==> config.mk <==
export PLATFORM = sky130hd
export DESIGN_NAME = fps_ctrl
export DESIGN_NICKNAME = d
export VERILOG_FILES = /design/src/rtl/fps_pkg.sv /design/src/rtl/fps_ctrl.sv
export SDC_FILE = /design/constraint.sdc
export NUM_CORES = 1
export LEC_CHECK = 0
export ABC_CLOCK_PERIOD_IN_PS = 1800
export BUFFER_PORTS_ARGS = -buffer_cell sky130_fd_sc_hd__buf_2
export CAP_MARGIN = 20
export CORE_UTILIZATION = 45
export DETAILED_ROUTE_END_ITERATION = 12
export GPL_ROUTABILITY_DRIVEN = 1
export PLACE_DENSITY = 0.73
export SYNTH_ARGS = -nofsm -noshare
export SYNTH_HDL_FRONTEND = slang
export SYNTH_SLANG_ARGS = --single-unit
==> constraint.sdc <==
create_clock -name clk -period 1.8 [get_ports clk]
set_input_delay 0 -clock clk [delete_from_list [all_inputs] [get_ports clk]]
set_output_delay 0 -clock clk [all_outputs]
set_load 0.1 [all_outputs]
==> src/rtl/fps_pkg.sv <==
// Shared constants, codes and control types of the Fibonacci peak search core.
// Used by the channel interfaces, the controller, the datapath and the top level.
package fps_pkg;

  localparam int MAX_LENGTH = 65536;
  localparam int ADDR_W     = $clog2(MAX_LENGTH);
  localparam int LEN_W      = 17;
  localparam int VAL_W      = 31;
  localparam int POS_W      = 16;
  localparam int FIB_W      = 18;
  localparam int BR_W       = 19;
  localparam int EPOCH_W    = 8;
  localparam int RAM_W      = EPOCH_W + VAL_W;
  localparam int CFG_AW     = 2;
  localparam int CFG_DW     = 32;

  localparam logic [CFG_AW-1:0] ADDR_ARRAY_LENGTH = '0;

  localparam logic KIND_START = 1'b0;
  localparam logic KIND_REPLY = 1'b1;
  localparam logic KIND_PROBE = 1'b0;
  localparam logic KIND_PEAK  = 1'b1;

  typedef enum logic [3:0] {
    S_CLEAR,
    S_IDLE,
    S_FIB,
    S_ROUND,
    S_LOOK1,
    S_RD1,
    S_LOOK2,
    S_RD2,
    S_CMP,
    S_EMIT
  } state_t;

  typedef enum logic [1:0] {
    PH_IDLE,
    PH_FIRST,
    PH_SECOND
  } phase_t;

  typedef struct packed {
    logic clr_step;
    logic epoch_inc;
    logic epoch_set1;
    logic fib_init;
    logic fib_step;
    logic brk_init;
    logic fib_shrink;
    logic look_first;
    logic look_second;
    logic load_first_ram;
    logic load_second_ram;
    logic load_first_in;
    logic load_second_in;
    logic reply_write;
    logic set_pend;
    logic cmp_update;
    logic out_load;
    logic out_kind;
  } cmd_t;

  typedef struct packed {
    logic clr_done;
    logic epoch_max;
    logic fib_more;
    logic brk_open;
    logic hit;
    logic fs_le1;
    logic out_free;
  } sts_t;

endpackage

==> src/rtl/fps_ctrl.sv <==
// Sequencing state machine of the peak search core.
// Depends on fps_pkg; drives datapath commands and reads datapath status.
module fps_ctrl (
  input  logic          clk,
  input  logic          rst_n,
  input  logic          in_valid,
  input  logic          in_kind,
  output logic          in_ready,
  input  fps_pkg::sts_t sts,
  output fps_pkg::cmd_t cmd
);

  fps_pkg::state_t state_r, state_nxt;
  fps_pkg::phase_t phase_r, phase_nxt;
  logic            resume_r, resume_nxt;
  logic            emit_kind_r, emit_kind_nxt;
  logic            in_fire;

  assign in_fire = in_valid && in_ready;

  always_ff @(posedge clk) begin
    if (!rst_n) begin
      state_r     <= fps_pkg::S_CLEAR;
      phase_r     <= fps_pkg::PH_IDLE;
      resume_r    <= 1'b0;
      emit_kind_r <= fps_pkg::KIND_PROBE;
    end else begin
      state_r     <= state_nxt;
      phase_r     <= phase_nxt;
      resume_r    <= resume_nxt;
      emit_kind_r <= emit_kind_nxt;
    end
  end

  always_comb begin
    state_nxt     = state_r;
    phase_nxt     = phase_r;
    resume_nxt    = resume_r;
    emit_kind_nxt = emit_kind_r;
    cmd           = '0;
    in_ready      = 1'b0;
    unique case (state_r)
      fps_pkg::S_CLEAR: begin
        cmd.clr_step = 1'b1;
        if (sts.clr_done) begin
          state_nxt  = resume_r ? fps_pkg::S_FIB : fps_pkg::S_IDLE;
          resume_nxt = 1'b0;
        end
      end
      fps_pkg::S_IDLE: begin
        in_ready = 1'b1;
        if (in_fire) begin
          if (in_kind == fps_pkg::KIND_START) begin
            cmd.fib_init = 1'b1;
            phase_nxt    = fps_pkg::PH_IDLE;
            if (sts.epoch_max) begin
              cmd.epoch_set1 = 1'b1;
              resume_nxt     = 1'b1;
              state_nxt      = fps_pkg::S_CLEAR;
            end else begin
              cmd.epoch_inc = 1'b1;
              state_nxt     = fps_pkg::S_FIB;
            end
          end else begin
            case (phase_r)
              fps_pkg::PH_FIRST: begin
                cmd.reply_write   = 1'b1;
                cmd.load_first_in = 1'b1;
                phase_nxt         = fps_pkg::PH_IDLE;
                state_nxt         = fps_pkg::S_LOOK2;
              end
              fps_pkg::PH_SECOND: begin
                cmd.reply_write    = 1'b1;
                cmd.load_second_in = 1'b1;
                phase_nxt          = fps_pkg::PH_IDLE;
                state_nxt          = fps_pkg::S_CMP;
              end
              default: begin
              end
            endcase
          end
        end
      end
      fps_pkg::S_FIB: begin
        if (sts.fib_more) begin
          cmd.fib_step = 1'b1;
        end else begin
          cmd.brk_init = 1'b1;
          state_nxt    = fps_pkg::S_ROUND;
        end
      end
      fps_pkg::S_ROUND: begin
        if (sts.brk_open) begin
          cmd.fib_shrink = 1'b1;
          state_nxt      = fps_pkg::S_LOOK1;
        end else begin
          emit_kind_nxt = fps_pkg::KIND_PEAK;
          state_nxt     = fps_pkg::S_EMIT;
        end
      end
      fps_pkg::S_LOOK1: begin
        cmd.look_first = 1'b1;
        state_nxt      = fps_pkg::S_RD1;
      end
      fps_pkg::S_RD1: begin
        if (sts.hit) begin
          cmd.load_first_ram = 1'b1;
          state_nxt          = fps_pkg::S_LOOK2;
        end else begin
          cmd.set_pend  = 1'b1;
          phase_nxt     = fps_pkg::PH_FIRST;
          emit_kind_nxt = fps_pkg::KIND_PROBE;
          state_nxt     = fps_pkg::S_EMIT;
        end
      end
      fps_pkg::S_LOOK2: begin
        cmd.look_second = 1'b1;
        state_nxt       = fps_pkg::S_RD2;
      end
      fps_pkg::S_RD2: begin
        if (sts.hit) begin
          cmd.load_second_ram = 1'b1;
          state_nxt           = fps_pkg::S_CMP;
        end else begin
          cmd.set_pend  = 1'b1;
          phase_nxt     = fps_pkg::PH_SECOND;
          emit_kind_nxt = fps_pkg::KIND_PROBE;
          state_nxt     = fps_pkg::S_EMIT;
        end
      end
      fps_pkg::S_CMP: begin
        cmd.cmp_update = 1'b1;
        if (sts.fs_le1) begin
          emit_kind_nxt = fps_pkg::KIND_PEAK;
          state_nxt     = fps_pkg::S_EMIT;
        end else begin
          state_nxt = fps_pkg::S_ROUND;
        end
      end
      fps_pkg::S_EMIT: begin
        if (sts.out_free) begin
          cmd.out_load = 1'b1;
          cmd.out_kind = emit_kind_r;
          state_nxt    = fps_pkg::S_IDLE;
        end
      end
      default: begin
        state_nxt = fps_pkg::S_IDLE;
      end
    endcase
  end

endmodule

==> impl_results.md <==
* Measured slew at the worst slew-check pin at 0.496 ns
* CTS hold repair buffers at 0
* Share of cells above drive strength 1 at 0.474
* Antenna viol nets, final at 0
* Initial core utilization at 0.504
* Initial DRC Count at 28
* Synth Flop Type: dfxtp_1
* TritonCTS clock tree: done
* Ports at 30
* Die height at 44.0 um
* Detailed-route wire length per cell at 15.8 um
* CTS buffer count at 3
* WL final at 2390 um
* Worst Setup SP: state_r[0]
* First-pass GRT wire length at 3700 um
* VDD IR max at 660 uV
* Worst Setup Slack post-DPL at 0.0307 ns
* Final Hold Vio Count at 0
* CP Class: flop to primary output
* Post-Syn Area per Cell at 7.71 um2
* Critical path launch point type: flop
* Detail Placement HPWL at 1730 um
* Library cells used by synthesis at 36
* Gr usage total at 0.267
* Largest net degree at the start of global routing at 17
* Final setup violation count at 0
* Initial antenna violation count at 0
* Async SR Flop Fraction at 0
* Design Power at 0.00144 W
* Hold Path Class: input port to flop
* YS warnings at 0
* Post-synth top area cell: dfxtp_1
* CTS Buffer Depth at 2
* Nets@finish at 151
* Max-cap violations at 0
* Worst r2r src: phase_r[0]
* Crit Path Max Fanout at 16
* Crit path capture type: primary output
* Post-synth EDFFs at 0
* Worst-skew pair later-pin latency at 0.27 ns
* Core Area at 1580 um2
* CP Data Required Time at 1.80 ns
* Quantity of I/O buffers inserted on ports at 29
* Vias post-DR at 925
* Min Tclk post-route at 1.77 ns
* CTS clk-pin slew, worst paths at 0.06 ns
* Net count after synthesis at 117
* Num rows at 14
* Post-Synthesis Cells at 103
* Cell Pwr Density at 1150 nW/um2
* Synthesis-stage register bit count at 8
* Total die area at 1940 um2
* Slew margin rel. at 0.672
* CTS sink count at 8
* Final Worst Setup Slack at 0.0323 ns
* Critical Path End: cmd[2]
* Antenna fix cells at 0
* Vias in the first global route at 794
* Tcrit/Tclk final at 0.982
* Flop2flop setup slack at 0.10 ns
* Clock Tree Root: clkbuf_4
* GPL Wtd Cong at 0.865
* FILL cells at 110
* Grt ovf at 0
* Leakage power total at 0.554 nW
* Reg2reg path depth at 6
* Max Slew Vio Count at 0
* Yosys top cell area share at 0.202
* Main area contributors after synthesis: dfxtp_1 20%, nor2_1 5.2%, nor3_1 5.0%
* FF-to-FF End: state_r[0]
* Max Fclk at 566 MHz
* Outcome: completed
* Die width at 44.0 um
* Mapped cell area at 795 um2
* CTS H-tree lvls at 1
* Fin Clk Skew at 0.00129 ns
* DRC viols at 0
* Crit path DAT at 1.77 ns
* DRT Pass-1 Iters at 4
* Vias per cell at 6.13
* Syn-to-layout area delta at 58.3%
* Register area share after synthesis at 0.202
cell usage in the layout, fill, tap and decap left out, types with 3 or more instances in the layout:
cell type  count
a21oi_1        4
a31oi_1        3
buf_12         9
buf_2         19
buf_4          6
clkbuf_4       4
dfxtp_1        4
dfxtp_2        4
inv_1          5
nand2_1        6
nand2b_1       4
nand2b_4       3
nor2_1         4
nor2_2         6
nor2b_1        3
nor3_1         4
nor3_4         4
o21bai_1       3
o221a_1        3
or2_1          3
registers in the layout, summed over array words and instances, names as in the netlist:
name	count
phase_r	2
emit_kind_r	1
resume_r	1
state_r	4
critical path, cell delays in order (launching register included):
cell     delay, ns
dfxtp_1       0.34
buf_4         0.21
or2_1         0.23
buf_4         0.17
nor2_2        0.11
buf_2         0.43
worst min path at each step:
stage,from,end,slack [ns],cells past startpoint
after floorplan,sts[5],cmd[16],0.11,1
after global placement,rst_n,state_r[2],0.31,2
after detailed placement,rst_n,state_r[2],0.31,2
after CTS,rst_n,state_r[2],0.02,2
after global routing,rst_n,state_r[2],0.03,2
final,rst_n,state_r[2],0.02,2
cell usage after synthesis, drive strengths merged, types with 2 or more instances:
master	n
o221a	3
nor2	11
and4	2
nand2b	7
and2	3
nand2	7
a31oi	3
a21oi	4
or2	3
o21bai	3
o311a	2
dfxtp	8
ha	3
inv	5
a32o	2
buf	5
o21a	2
nand4bb	2
nor2b	3
nand3	2
nor3	8
and3	2
layout make-up:
cell class	instances	area (um2)	share of cell area
inverter	5	18.8	0.0149
multi-input combinational	84	703	0.559
sequential	8	165	0.131
timing repair buffer	35	328	0.261
clock buffer	3	22.5	0.0179
tap	16	20.0	0.0159
layer usage:
layer | up-vias | track usage | part of all wire
met5 | - | 0 | 0
met4 | 0 | 0.103 | 0.012
met3 | 4 | 0.0612 | 0.065
met2 | 40 | 0.388 | 0.47
met1 | 434 | 0.383 | 0.45
li1 | 447 | - | -
power by group:
group / total, W / internal [W] / switching, W
combinational: 0.00101 / 0.000353 / 0.000660
sequential: 0.000271 / 0.000207 / 0.0000639
clock: 0.000159 / 0.0000776 / 0.0000817
metrics by stage:
step | setup TNS (ns) | std cells | hold WS, ns | utilization | cell area, um2
3_3_place_gp | 0 | 147 | 0.306 | 0.767 | 1210
2_1_floorplan | -8.53 | 103 | 0.107 | - | 906
3_5_place_dp | 0 | 147 | 0.313 | 0.767 | 1210
6_report | 0 | 151 | 0.0215 | 0.798 | 1260
5_1_grt | -0.0138 | 151 | 0.0311 | 0.798 | 1260
4_1_cts | 0 | 151 | 0.0221 | 0.787 | 1240
cell families (layout without fill, tap and decap cells):
family	after synthesis	in the layout	share of synthesized area
AOI/OAI and AO/OA	23	23	0.232
DFF	8	8	0.202
buffers and inverters	11	43	0.0598
adders and majority gates	3	3	0.0472
muxes	1	1	0.0126
and+or+nand+nor	57	57	0.447
what timing repair did:
action                     CTS  global route
resized for setup            1             3
setup buffers                1             0
pin swaps                    1             0
cloned                       0             0
setup endpoints to repair    4             5
Note: power is estimated with default switching activity, not from simulation.
